### config.mk
export PLATFORM = sky130hd
export DESIGN_NAME = base64_stream_decoder_top_flat
export DESIGN_NICKNAME = d
export VERILOG_FILES = /design/src/hw/rtl/b64d_pkg.sv /design/src/hw/rtl/b64d_if.sv /design/src/hw/rtl/b64d_decode.sv /design/src/hw/rtl/b64d_result_queue.sv /design/src/hw/rtl/base64_stream_decoder_top.sv /design/src/flat_wrapper.sv
export SDC_FILE = /design/constraint.sdc
export NUM_CORES = 1
export LEC_CHECK = 0
export BUFFER_PORTS_ARGS = -buffer_cell sky130_fd_sc_hd__buf_2
export CAP_MARGIN = 5
export CELL_PAD_IN_SITES_DETAIL_PLACEMENT = 0
export CELL_PAD_IN_SITES_GLOBAL_PLACEMENT = 1
export CORE_UTILIZATION = 30
export DETAILED_ROUTE_END_ITERATION = 8
export GPL_TIMING_DRIVEN = 0
export PLACE_DENSITY_LB_ADDON = 0.1
export SYNTH_ARGS = -nofsm -noshare
export SYNTH_HDL_FRONTEND = slang
export SYNTH_SLANG_ARGS = --single-unit
### constraint.sdc
create_clock -name clk -period 25.3 [get_ports clk]
set_input_delay 5.06 -clock clk [delete_from_list [all_inputs] [get_ports clk]]
set_output_delay 5.06 -clock clk [all_outputs]
set_load 0.005 [all_outputs]
### src/hw/rtl/b64d_pkg.sv
// ----------------------------------------------------------------------------
// b64d_pkg: shared types and constants of the base64 stream decoder
// Result kinds, character codes, the result word layout and the
// character-to-sextet map.
// ----------------------------------------------------------------------------
package b64d_pkg;

    // Field widths
    localparam int CHAR_W  = 8;
    localparam int BYTE_W  = 8;
    localparam int COUNT_W = 16;
    localparam int CAP_W   = 16;

    // Reset value of the output capacity register
    localparam logic [CAP_W-1:0] CAP_RESET = 16'd256;

    // Result queue depth; a burst of three plus two draining words keeps
    // one character per cycle flowing while the result side is ready
    localparam int QUEUE_DEPTH = 5;

    // Most results caused by one character
    localparam int MAX_RESULTS = 3;

    // Character codes
    localparam logic [CHAR_W-1:0] CH_NUL   = 8'h00;
    localparam logic [CHAR_W-1:0] CH_PAD   = 8'h3D; // '='
    localparam logic [CHAR_W-1:0] CH_PLUS  = 8'h2B; // '+'
    localparam logic [CHAR_W-1:0] CH_SLASH = 8'h2F; // '/'
    localparam logic [CHAR_W-1:0] CH_SPACE = 8'h20;
    localparam logic [CHAR_W-1:0] CH_TAB   = 8'h09;
    localparam logic [CHAR_W-1:0] CH_CR    = 8'h0D;
    localparam logic [CHAR_W-1:0] CH_LF    = 8'h0A;
    localparam logic [CHAR_W-1:0] CH_UP_A  = 8'h41; // 'A'
    localparam logic [CHAR_W-1:0] CH_UP_Z  = 8'h5A; // 'Z'
    localparam logic [CHAR_W-1:0] CH_LO_A  = 8'h61; // 'a'
    localparam logic [CHAR_W-1:0] CH_LO_Z  = 8'h7A; // 'z'
    localparam logic [CHAR_W-1:0] CH_DIG_0 = 8'h30; // '0'
    localparam logic [CHAR_W-1:0] CH_DIG_9 = 8'h39; // '9'

    // Result kinds
    typedef enum logic [1:0] {
        KIND_DATA  = 2'd0,
        KIND_END   = 2'd1,
        KIND_ERROR = 2'd2
    } kind_t;

    // One result word
    typedef struct packed {
        kind_t              kind;
        logic [BYTE_W-1:0]  byte_value;
        logic [COUNT_W-1:0] byte_count;
        logic               run_last;
    } result_t;

    // Burst of results from the decoder into the queue
    typedef struct packed {
        logic [1:0]    n;      // number of valid items, 0..3
        result_t [2:0] item;   // item[0] goes out first
    } push_t;

    // Bit 6 set: not in the alphabet; bits 5:0: sextet value
    function automatic logic [6:0] sextet_of(input logic [CHAR_W-1:0] c);
        logic [6:0] r;
        r = 7'h40;
        if (c inside {[CH_UP_A:CH_UP_Z]}) begin
            r = {1'b0, 6'(c - CH_UP_A)};
        end
        else if (c inside {[CH_LO_A:CH_LO_Z]}) begin
            r = {1'b0, 6'(c - CH_LO_A + 8'd26)};
        end
        else if (c inside {[CH_DIG_0:CH_DIG_9]}) begin
            r = {1'b0, 6'(c - CH_DIG_0 + 8'd52)};
        end
        else if (c == CH_PLUS) begin
            r = 7'd62;
        end
        else if (c == CH_SLASH) begin
            r = 7'd63;
        end
        return r;
    endfunction

endpackage

### src/hw/rtl/b64d_if.sv
// ----------------------------------------------------------------------------
// b64d_if: stream channels of the base64 stream decoder
// Character channel and result channel, valid/ready handshake.
// ----------------------------------------------------------------------------
interface b64d_char_if;
    logic       valid;
    logic       ready;
    logic [7:0] char_code;

    modport source (output valid, output char_code, input ready);
    modport sink   (input valid, input char_code, output ready);
endinterface

interface b64d_result_if;
    logic        valid;
    logic        ready;
    logic [1:0]  kind;
    logic [7:0]  byte_value;
    logic [15:0] byte_count;
    logic        run_last;

    modport source (output valid, output kind, output byte_value,
                    output byte_count, output run_last, input ready);
    modport sink   (input valid, input kind, input byte_value,
                    input byte_count, input run_last, output ready);
endinterface

### src/hw/rtl/b64d_decode.sv
// ----------------------------------------------------------------------------
// b64d_decode: per-string decode state and one-character step
// Maps the registered character to a sextet, updates the group and
// byte count, and builds the burst of results it causes.
// ----------------------------------------------------------------------------
module b64d_decode (
    input  logic                         clk,
    input  logic                         rst_n,
    input  logic                         fire,
    input  logic [b64d_pkg::CHAR_W-1:0]  char_code,
    input  logic [b64d_pkg::CAP_W-1:0]   out_capacity,
    output b64d_pkg::push_t              push
);
    import b64d_pkg::*;

    logic [17:0]        hold_reg,    hold_next;
    logic [1:0]         cnt_reg,     cnt_next;
    logic [COUNT_W-1:0] bytes_reg,   bytes_next;
    logic               stopped_reg, stopped_next;
    logic               failed_reg,  failed_next;

    logic [6:0]         sext;
    logic [CAP_W-1:0]   limit;
    logic [COUNT_W-1:0] room;
    logic               full;
    logic [1:0]         want;
    logic [1:0]         k;
    logic [BYTE_W-1:0]  dbyte [3];
    logic               term;
    logic               err;
    logic [23:0]        group;
    logic [COUNT_W-1:0] total;
    logic [1:0]         n;

    assign sext  = sextet_of(char_code);
    assign limit = (out_capacity == '0) ? '0 : out_capacity - 1'b1;
    assign full  = (bytes_reg >= limit);
    assign room  = full ? '0 : limit - bytes_reg;
    assign group = {hold_reg, sext[5:0]};

    // Step of the string state
    always_comb
    begin
        hold_next    = hold_reg;
        cnt_next     = cnt_reg;
        bytes_next   = bytes_reg;
        stopped_next = stopped_reg;
        failed_next  = failed_reg;
        want         = 2'd0;
        dbyte[0]     = '0;
        dbyte[1]     = '0;
        dbyte[2]     = '0;
        term         = 1'b0;
        err          = 1'b0;
        if (fire) begin
            if (char_code == CH_NUL) begin
                // terminator: flush a partial group, then end result
                if (!failed_reg) begin
                    term = 1'b1;
                    if (cnt_reg == 2'd3) begin
                        want     = 2'd2;
                        dbyte[0] = {hold_reg[17:12], hold_reg[11:10]};
                        dbyte[1] = {hold_reg[9:6], hold_reg[5:2]};
                    end
                    else if (cnt_reg == 2'd2) begin
                        want     = 2'd1;
                        dbyte[0] = {hold_reg[11:6], hold_reg[5:4]};
                    end
                end
                hold_next    = '0;
                cnt_next     = '0;
                bytes_next   = '0;
                stopped_next = 1'b0;
                failed_next  = 1'b0;
            end
            else if (failed_reg || stopped_reg || full) begin
                // ignored until terminator
            end
            else if (char_code inside {CH_SPACE, CH_TAB, CH_CR, CH_LF}) begin
                // whitespace skipped
            end
            else if (char_code == CH_PAD) begin
                stopped_next = 1'b1;
            end
            else if (sext[6]) begin
                failed_next = 1'b1;
                err         = 1'b1;
            end
            else if (cnt_reg != 2'd3) begin
                hold_next = {hold_reg[11:0], sext[5:0]};
                cnt_next  = cnt_reg + 2'd1;
            end
            else begin
                // fourth sextet completes a group of three bytes
                want      = 2'd3;
                dbyte[0]  = group[23:16];
                dbyte[1]  = group[15:8];
                dbyte[2]  = group[7:0];
                hold_next = '0;
                cnt_next  = '0;
            end
        end
        // bytes that still fit under the limit
        k     = (room >= {14'd0, want}) ? want : room[1:0];
        total = bytes_reg + {14'd0, k};
        if (!term && fire && char_code != CH_NUL) begin
            bytes_next = total;
        end
    end

    // Result burst
    assign n = k + {1'b0, term} + {1'b0, err};

    always_comb
    begin
        push.n = n;
        for (int i = 0; i < MAX_RESULTS; i++) begin
            push.item[i] = '0;
            if (2'(i) < k) begin
                push.item[i].kind       = KIND_DATA;
                push.item[i].byte_value = dbyte[i];
            end
            else if (term && 2'(i) == k) begin
                push.item[i].kind       = KIND_END;
                push.item[i].byte_count = total;
            end
            push.item[i].run_last = (2'(i) + 2'd1 == n);
        end
        if (err) begin
            push.item[0].kind = KIND_ERROR;
        end
    end

    // String state registers
    always_ff @(posedge clk or negedge rst_n)
    begin
        if (!rst_n) begin
            hold_reg    <= '0;
            cnt_reg     <= '0;
            bytes_reg   <= '0;
            stopped_reg <= 1'b0;
            failed_reg  <= 1'b0;
        end
        else begin
            hold_reg    <= hold_next;
            cnt_reg     <= cnt_next;
            bytes_reg   <= bytes_next;
            stopped_reg <= stopped_next;
            failed_reg  <= failed_next;
        end
    end

    // Checks
    a_err_single: assert property (@(posedge clk) disable iff (!rst_n)
        (fire && err) |-> (push.n == 2'd1))
        else $error("error result not alone in its burst");
    a_term_clears: assert property (@(posedge clk) disable iff (!rst_n)
        (fire && char_code == CH_NUL) |=>
        (cnt_reg == 2'd0 && bytes_reg == '0 && !failed_reg && !stopped_reg))
        else $error("string state not cleared after terminator");
    a_idle_no_push: assert property (@(posedge clk) disable iff (!rst_n)
        !fire |-> (push.n == 2'd0))
        else $error("results pushed without a character");

endmodule

### src/hw/rtl/b64d_result_queue.sv
// ----------------------------------------------------------------------------
// b64d_result_queue: shifting result queue
// Takes a burst of up to three results per cycle and hands them out
// one word per cycle from the head register while the result side is ready.
// ----------------------------------------------------------------------------
module b64d_result_queue #(
    parameter int QueueDepth = b64d_pkg::QUEUE_DEPTH
) (
    input  logic                 clk,
    input  logic                 rst_n,
    input  b64d_pkg::push_t      push,
    output logic                 room,
    b64d_result_if.source        results
);
    import b64d_pkg::*;

    localparam int CW = $clog2(QueueDepth + 1);
    localparam int SW = CW + 1;

    result_t         slot_reg  [QueueDepth];
    result_t         slot_next [QueueDepth];
    logic [CW-1:0]   count_reg, count_next;
    logic            pop;
    logic [CW-1:0]   base;
    logic [CW-1:0]   offset;

    assign pop  = (count_reg != '0) && results.ready;
    assign base = count_reg - CW'(pop);

    // Room for a full burst after this cycle's pop
    assign room = (SW'(base) + SW'(MAX_RESULTS) <= SW'(QueueDepth));

    // Shift on pop, append the burst behind the survivors
    always_comb
    begin
        for (int j = 0; j < QueueDepth; j++) begin
            offset       = CW'(j) - base;
            slot_next[j] = slot_reg[j];
            if (CW'(j) < base) begin
                if (pop && j + 1 < QueueDepth) begin
                    slot_next[j] = slot_reg[(j + 1) % QueueDepth];
                end
            end
            else if (offset < CW'(push.n)) begin
                slot_next[j] = push.item[offset[1:0]];
            end
        end
        count_next = base + CW'(push.n);
    end

    always_ff @(posedge clk or negedge rst_n)
    begin
        if (!rst_n) begin
            count_reg <= '0;
        end
        else begin
            count_reg <= count_next;
        end
    end

    always_ff @(posedge clk)
    begin
        for (int j = 0; j < QueueDepth; j++) begin
            slot_reg[j] <= slot_next[j];
        end
    end

    // Head of queue drives the channel
    assign results.valid      = (count_reg != '0);
    assign results.kind       = slot_reg[0].kind;
    assign results.byte_value = slot_reg[0].byte_value;
    assign results.byte_count = slot_reg[0].byte_count;
    assign results.run_last   = slot_reg[0].run_last;

    // Checks
    a_no_overflow: assert property (@(posedge clk) disable iff (!rst_n)
        (push.n != 2'd0) |-> room)
        else $error("burst pushed without room");
    a_count_bound: assert property (@(posedge clk) disable iff (!rst_n)
        count_reg <= CW'(QueueDepth))
        else $error("queue count beyond depth");
    a_head_stable: assert property (@(posedge clk) disable iff (!rst_n)
        (results.valid && !results.ready) |=>
        (results.valid && $stable(slot_reg[0])))
        else $error("head word changed while stalled");

endmodule

### src/hw/rtl/base64_stream_decoder_top.sv
// ----------------------------------------------------------------------------
// base64_stream_decoder_top: base64 stream decoder
// Decodes one character word per cycle, while the result queue has room, into data bytes, end and error
// results, with a capacity limit on the decoded bytes of each string.
//
//   channel   dir  words                       handshake
//   chars     in   char_code[7:0]              valid/ready
//   results   out  kind, byte_value,           valid/ready
//                  byte_count, run_last
//   cfg       in   cfg_wr_data[15:0]           cfg_wr_en, no wait
//
// One character is taken every cycle while results keep flowing; the
// output side moves one result word per cycle while ready, so a four-character group
// that yields three bytes gives three words on the result channel.
// Path: input register, then the decode step into the result queue head register.
// Reset clears string state, the queue and sets capacity to 256.
// A stalled result channel fills the five-entry queue, then chars.ready
// drops until room for a full burst of three is back.
// ----------------------------------------------------------------------------
module base64_stream_decoder_top #(
    parameter int QueueDepth = b64d_pkg::QUEUE_DEPTH
) (
    input  logic                       clk,
    input  logic                       rst_n,
    b64d_char_if.sink                  chars,
    b64d_result_if.source              results,
    input  logic                       cfg_wr_en,
    input  logic [b64d_pkg::CAP_W-1:0] cfg_wr_data
);
    import b64d_pkg::*;

    logic [CAP_W-1:0]  cap_reg;
    logic [CHAR_W-1:0] char_reg;
    logic              char_valid_reg;
    logic              room;
    logic              fire;
    push_t             push;

    // Capacity register
    always_ff @(posedge clk or negedge rst_n)
    begin
        if (!rst_n) begin
            cap_reg <= CAP_RESET;
        end
        else if (cfg_wr_en) begin
            cap_reg <= cfg_wr_data;
        end
    end

    // Input register; decode fires when the queue has room
    assign fire        = char_valid_reg && room;
    assign chars.ready = !char_valid_reg || fire;

    always_ff @(posedge clk or negedge rst_n)
    begin
        if (!rst_n) begin
            char_valid_reg <= 1'b0;
        end
        else if (chars.ready) begin
            char_valid_reg <= chars.valid;
        end
    end

    always_ff @(posedge clk)
    begin
        if (chars.ready && chars.valid) begin
            char_reg <= chars.char_code;
        end
    end

    b64d_decode u_decode (
        .clk          (clk),
        .rst_n        (rst_n),
        .fire         (fire),
        .char_code    (char_reg),
        .out_capacity (cap_reg),
        .push         (push)
    );

    b64d_result_queue #(
        .QueueDepth (QueueDepth)
    ) u_queue (
        .clk     (clk),
        .rst_n   (rst_n),
        .push    (push),
        .room    (room),
        .results (results)
    );

endmodule
### src/flat_wrapper.sv
// flat-port wrapper written by rule: the top's interface ports become plain ports
module base64_stream_decoder_top_flat import b64d_pkg::*;
#(
    parameter int QueueDepth = b64d_pkg::QUEUE_DEPTH
)
  (clk, rst_n, cfg_wr_en, cfg_wr_data, chars_valid, chars_char_code, chars_ready, results_valid, results_kind, results_byte_value, results_byte_count, results_run_last, results_ready);
  b64d_char_if chars_i ();
  b64d_result_if results_i ();
  input  logic clk;
  input  logic rst_n;
  input  logic cfg_wr_en;
  input  logic [b64d_pkg::CAP_W-1:0] cfg_wr_data;
  input wire logic [$bits(chars_i.valid)-1:0] chars_valid;
  input wire logic [$bits(chars_i.char_code)-1:0] chars_char_code;
  output wire logic [$bits(chars_i.ready)-1:0] chars_ready;
  output wire logic [$bits(results_i.valid)-1:0] results_valid;
  output wire logic [$bits(results_i.kind)-1:0] results_kind;
  output wire logic [$bits(results_i.byte_value)-1:0] results_byte_value;
  output wire logic [$bits(results_i.byte_count)-1:0] results_byte_count;
  output wire logic [$bits(results_i.run_last)-1:0] results_run_last;
  input wire logic [$bits(results_i.ready)-1:0] results_ready;
  assign chars_i.valid = chars_valid;
  assign chars_i.char_code = chars_char_code;
  assign chars_ready = chars_i.ready;
  assign results_valid = results_i.valid;
  assign results_kind = results_i.kind;
  assign results_byte_value = results_i.byte_value;
  assign results_byte_count = results_i.byte_count;
  assign results_run_last = results_i.run_last;
  assign results_i.ready = results_ready;
  base64_stream_decoder_top #(.QueueDepth(QueueDepth)) u_core (.clk(clk), .rst_n(rst_n), .chars(chars_i), .results(results_i), .cfg_wr_en(cfg_wr_en), .cfg_wr_data(cfg_wr_data));
endmodule
; ---- Word level (Yosys, flattened, before mapping)
; Memories as Yosys holds them, arrays and structs flattened.
; Cells that the tools add are included.
; W data, S select, Z words.
[word_totals]
reg_bits = 66
latch_bits = 0
ramBits = 135
rom_bits = 0
out_inout_bits = 29
word_cells = 208
mem_count = 1
[mem_list]
columns = name, words, width, rd, rd_clocked_by_memory_dff, write_ports, line_no
row1 = u_core.u_queue.slot_reg, 5, 27, 5, 0, 5, b64d_result_queue.sv:20  ; result_t slot_reg [QueueDepth];
[op_classes]
addsub = 19
mul = 0
div = 0
magnitude_cmp = 27
n_eq_ne = 19
shift = 0
n_mux = 103
bitwise = 0
reduce_logical = 30
[ops]
columns = operator, n
row1 = $mux W27, 19
row2 = $bmux W27 S2, 5
row3 = $mux W16, 13
row4 = $mux W24, 6
row5 = $mux W18, 6
row6 = $mux W8, 7
row7 = $mux W7, 5
row8 = $mux W2, 17
row9 = $eq A8 B6 Y1 const B, 4
row10 = $mux W1, 25
row11 = $eq A8 B4 Y1 const B, 3
row12 = $add A16 B2 Y16, 1
row13 = $ge A16 B16 Y1, 1
row14 = $ge A16 B2 Y1, 1
row15 = $ge A8 B7 Y1 const B, 2
row16 = $le A8 B7 Y1 const B, 2
row17 = $logic_not A16 Y1, 1
row18 = $sub A16 B1 Y16 const B, 1
row19 = $sub A16 B16 Y16, 1
row20 = $lt A2 B3 Y1 const B, 5
row21 = $lt A3 B2 Y1, 5
row22 = $sub A6 B6 Y6 const B, 2
row23 = $logic_and A1 B1 Y1, 11
row24 = $reduce_and A5 Y1, 2
row25 = 34 further kinds, 53

; ---- Logic depth before layout (Yosys ltp)
[depth]
ltp_word = 23
ltp_mapped = 38
ltp_nobuf = 36

; ---- Cells and area by module
; A second synthesis with hierarchy kept.
[hier_totals]
hier_cells = 1352
hier_area_um2 = 13982.2
[modules_own_cells]
columns = module, n_inst, cells_per_inst, area_per_inst_um2
row1 = b64d_result_queue, 1, 616, 8040.2
row2 = b64d_decode, 1, 689, 5001.0
row3 = base64_stream_decoder_top, 1, 47, 940.9

; ---- Least setup slack after synthesis
; No wires, ideal clock.
[synth_path]
path_type = input to register
start = input results_ready
end = memory u_core.u_queue.slot_reg[0][54] in the netlist's numbering, enable pin
setup_time_ps = 487
arrival_ps = 13536
t_required_ps = 24813
slack_ps = 11276
cell_stages = 32
cell_sequence = nand2_1 -> inv_1 -> ha_1 -> ha_1 -> xor2_1 -> clkbuf_1 -> buf_1 -> ha_1 -> a21oi_1 -> and3_1 -> buf_4 -> nand2_2 -> or4b_4 -> o21a_1 -> inv_1 -> ha_1 -> nand2b_1 -> a21oi_1 -> nand2_1 -> a211oi_1 -> o2111a_1 -> nand4_1 -> nor2_8 -> a21o_1 -> inv_1 -> fa_1 -> inv_1 -> xnor2_2 -> inv_2 -> ha_1 -> nor2b_1 -> o41ai_1
[synth_rtl]
columns = element, line_no
row1 = start: declaration, flat_wrapper.sv:21  ; input wire logic [$bits(results_i.ready)-1:0] results_ready;
row2 = end: declaration, b64d_result_queue.sv:20

==> impl_metrics.env <==
export IMPL_vdd_drop_max_mv=0.0652
export IMPL_max_freq_mhz=70.2
export IMPL_cts_root_buf="clkbuf_16"
export IMPL_start_util=0.307
export IMPL_clockBufferDepth=3
export IMPL_grt_util_all_layers=0.176
export IMPL_fin_util=0.353
export IMPL_dr_pass1_iters=5
export IMPL_syn_to_final_growth_pct=14.8
export IMPL_grt_setup_unrepaired="false"
export IMPL_die_w_um=208
export IMPL_min_delay_path_class="reg -> reg"
export IMPL_cpPeakStageDelay_ns=0.80
export IMPL_syn_inst=1284
export IMPL_comb_power_share=0.491
export IMPL_antennaDiodeCount=0
export IMPL_r2r_slack_ns=14.81
export IMPL_drc=0
export IMPL_dr_total_vias=10200
export IMPL_worst_slew_pin_slew_ns=1.27
export IMPL_crit_top_cell="ha_1"
export IMPL_tns_ns=0
export IMPL_finalHoldViolations=0
export IMPL_timing_rr_end="u_core.u_queue.slot_reg[0][16]"
export IMPL_finClkSkew_ns=0.0179
export IMPL_largest_reg_flops=135
export IMPL_cp_arrival_ns=14.52
export IMPL_die_area_um2=43100
export IMPL_drtAntennaViolNets=0
export IMPL_vias_per_cell=5.27
export IMPL_setup_violations=0
export IMPL_ys_seq_area_frac=0.453
export IMPL_r2r_start="u_core.u_queue.count_reg[2]"
export IMPL_avgSynthCellArea_um2=9.88
export IMPL_critical_path_max_fanout=11
export IMPL_p_sw_uw=826
export IMPL_core_um2=41300
export IMPL_yosysTopAreaCellShare=0.338
export IMPL_routed_wl_mm=38.1
export IMPL_cp_start_kind="primary input"
export IMPL_relSlewSlack=0.143
export IMPL_slew_viol_final=0
export IMPL_netlist_top_cell_by_area="edfxtp_1"
export IMPL_cts_sinks=201
export IMPL_synthArstFlopShare=0.289
export IMPL_p_sw_frac=0.429
export IMPL_ys_ff_latch=201
export IMPL_fin_crit_sh=0.563
export IMPL_grt_pass1_vias=9943
export IMPL_grt_antenna_before_repair=1
export IMPL_place_congestion=0.818
export IMPL_htreeDepth=1
export IMPL_drv_cap=0
export IMPL_synth_area_leaders="edfxtp_1, dfrtp_1, ha_1"
export IMPL_layout_drive_gt1_share=0.142
export IMPL_cts_setup_buffers=0
export IMPL_pwr_share_clk=0.177
export IMPL_leakagePower_uw=0.00524
export IMPL_criticalPathCategory="in -> reg"
export IMPL_io_buffers=56
export IMPL_internal_power_uw=1100
export IMPL_p_seq_frac=0.332
export IMPL_cp_endpoint="u_core.u_queue.slot_reg[0][16]"
export IMPL_synth_fp_nets=1368
export IMPL_rows=74
export IMPL_ys_flop_type="edfxtp_1"
export IMPL_status="complete, no violations"
export IMPL_yosys_warnings=0
export IMPL_insertion_delay_ns=0.56
export IMPL_grt_max_degree=35
export IMPL_layoutNonFillerInstCount=1928
export IMPL_hold_buffers=0
export IMPL_grt_pass1_wl_mm=60.0
export IMPL_required_ns=25.57
export IMPL_wl_per_cell_um=19.7
export IMPL_numCtsBuffers=25
export IMPL_path_clk_slew_ns=0.06
export IMPL_rr_worst_depth=36
export IMPL_crit_path_end_kind="register"
export IMPL_overflow=0
export IMPL_slowest_stage="nor4_1"
export IMPL_dp_cells=1881
export IMPL_synth_edf_count=143
export IMPL_final_nets=1461
export IMPL_drtIter0Drc=686
export IMPL_synth_cell_types=93
export IMPL_startpoint="results_ready"
export IMPL_io_pin_count=58
export IMPL_tritoncts="yes"
export IMPL_synth_area_um2=12700
export IMPL_die_h_um=208
export IMPL_hpwl_mm=29.7
export IMPL_p_per_area_nw_per_um2=132
export IMPL_min_period_ns=14.25
export IMPL_cts_resized=0
## cell families after synthesis
group	count (synthesis)	share of synthesized area
flip-flops	201	0.453
XOR/XNOR	43	0.0314
buffers and inverters	158	0.0573
multiplexers	19	0.0187
adder cells (fa/ha/maj)	55	0.0566
AND/OR/NAND/NOR	417	0.158
AO/OA/AOI/OAI	391	0.225
## layer usage
layer  share of wire  up-vias  GRT usage
met5         0.00034        -          0
met4           0.016        2     0.0327
met3           0.036       38     0.0221
met2            0.44      196      0.277
met1            0.50     4886      0.259
li1                -     5046          -
## worst max-delay path, delay by kind of cell
kind	cells	cell delay [ns]
AOI/OAI and AO/OA	7	1.47
xor gates and xnor gates	2	0.78
adders and majority gates	5	1.13
buffers and inverters	8	1.88
and+or+nand+nor	14	4.16
## cell type report
type | instances | area, um^2
Fill cell | 4281 | 26700
Multi-Input combinational cell | 925 | 6240
Sequential cell | 201 | 5750
Tap cell | 532 | 666
Clock buffer | 31 | 658
Buffer | 100 | 509
Timing Repair Buffer | 66 | 423
Inverter | 58 | 218
Clock inverter | 15 | 109
## worst min-delay path by stage
stage,from,end,slack (ns),cells after the start
finish,u_core.u_decode.hold_reg[16],u_core.u_decode.hold_reg[16],0.48,2
detailed placement,u_core.u_decode.hold_reg[16],u_core.u_decode.hold_reg[16],0.47,2
global placement,u_core.u_decode.hold_reg[16],u_core.u_decode.hold_reg[16],0.46,2
global route,u_core.u_decode.hold_reg[16],u_core.u_decode.hold_reg[16],0.50,2
floorplan,u_core.u_decode.hold_reg[13],u_core.u_decode.hold_reg[13],0.45,2
CTS,u_core.u_decode.hold_reg[16],u_core.u_decode.hold_reg[16],0.49,2
## synth_stat cells (all sizes together), types with 8 or more instances
cell / instances
a211oi: 13
a21o: 13
a21oi: 37
a222oi: 13
a22oi: 23
a31oi: 8
a32oi: 39
and3: 16
buf: 44
clkbuf: 56
dfrtp: 57
edfxtp: 143
ha: 51
inv: 57
mux2: 15
nand2: 169
nand2b: 9
nand3: 35
nand4: 10
nor2: 67
nor2b: 17
nor3: 41
nor4: 9
o211ai: 13
o21a: 9
o21ai: 109
o31ai: 45
or3: 10
xnor2: 35
## power groups by stage
stage               Sequential [uW]  Clock (uW)  Combinational (uW)
detailed placement              645           0                 950
CTS                             639         353                 954
floorplan                       638           0                 623
global route                    653         365                1050
finish                          639         341                 944
global placement                662           0                 904
## cell usage in the layout, fill, tap and decap left out, types with 8 or more instances in the layout
cell / instances
a211oi_1: 8
or3_1: 10
inv_1: 54
buf_4: 33
o211ai_1: 12
nand3_1: 35
o21ai_0: 92
nand4_1: 10
a32oi_1: 39
nand2b_1: 9
nor4_1: 8
nor2b_1: 17
o31ai_1: 40
clkbuf_1: 60
clkinv_2: 8
dfrtp_1: 57
o21ai_1: 14
a21oi_1: 36
o21a_1: 9
edfxtp_1: 143
mux2_2: 15
xnor2_1: 34
nand2_1: 168
a222oi_1: 13
buf_2: 63
a21o_1: 13
a31oi_1: 8
and3_1: 16
nor3_1: 39
a22oi_1: 23
nor2_1: 66
clkbuf_16: 25
ha_1: 51
## per-stage QoR
stage               total power [uW]  hold WS, ns  cell area (um^2)  setup slack, ns
global placement                1570        0.465             13600             8.13
CTS                             1940        0.486             14600            11.14
finish                          1920        0.482             14600            11.05
floorplan                       1260        0.451             12700            11.28
detailed placement              1600        0.473             13800            10.59
global route                    2070        0.499             14600            10.35
Power figures use the tool's default switching activity.
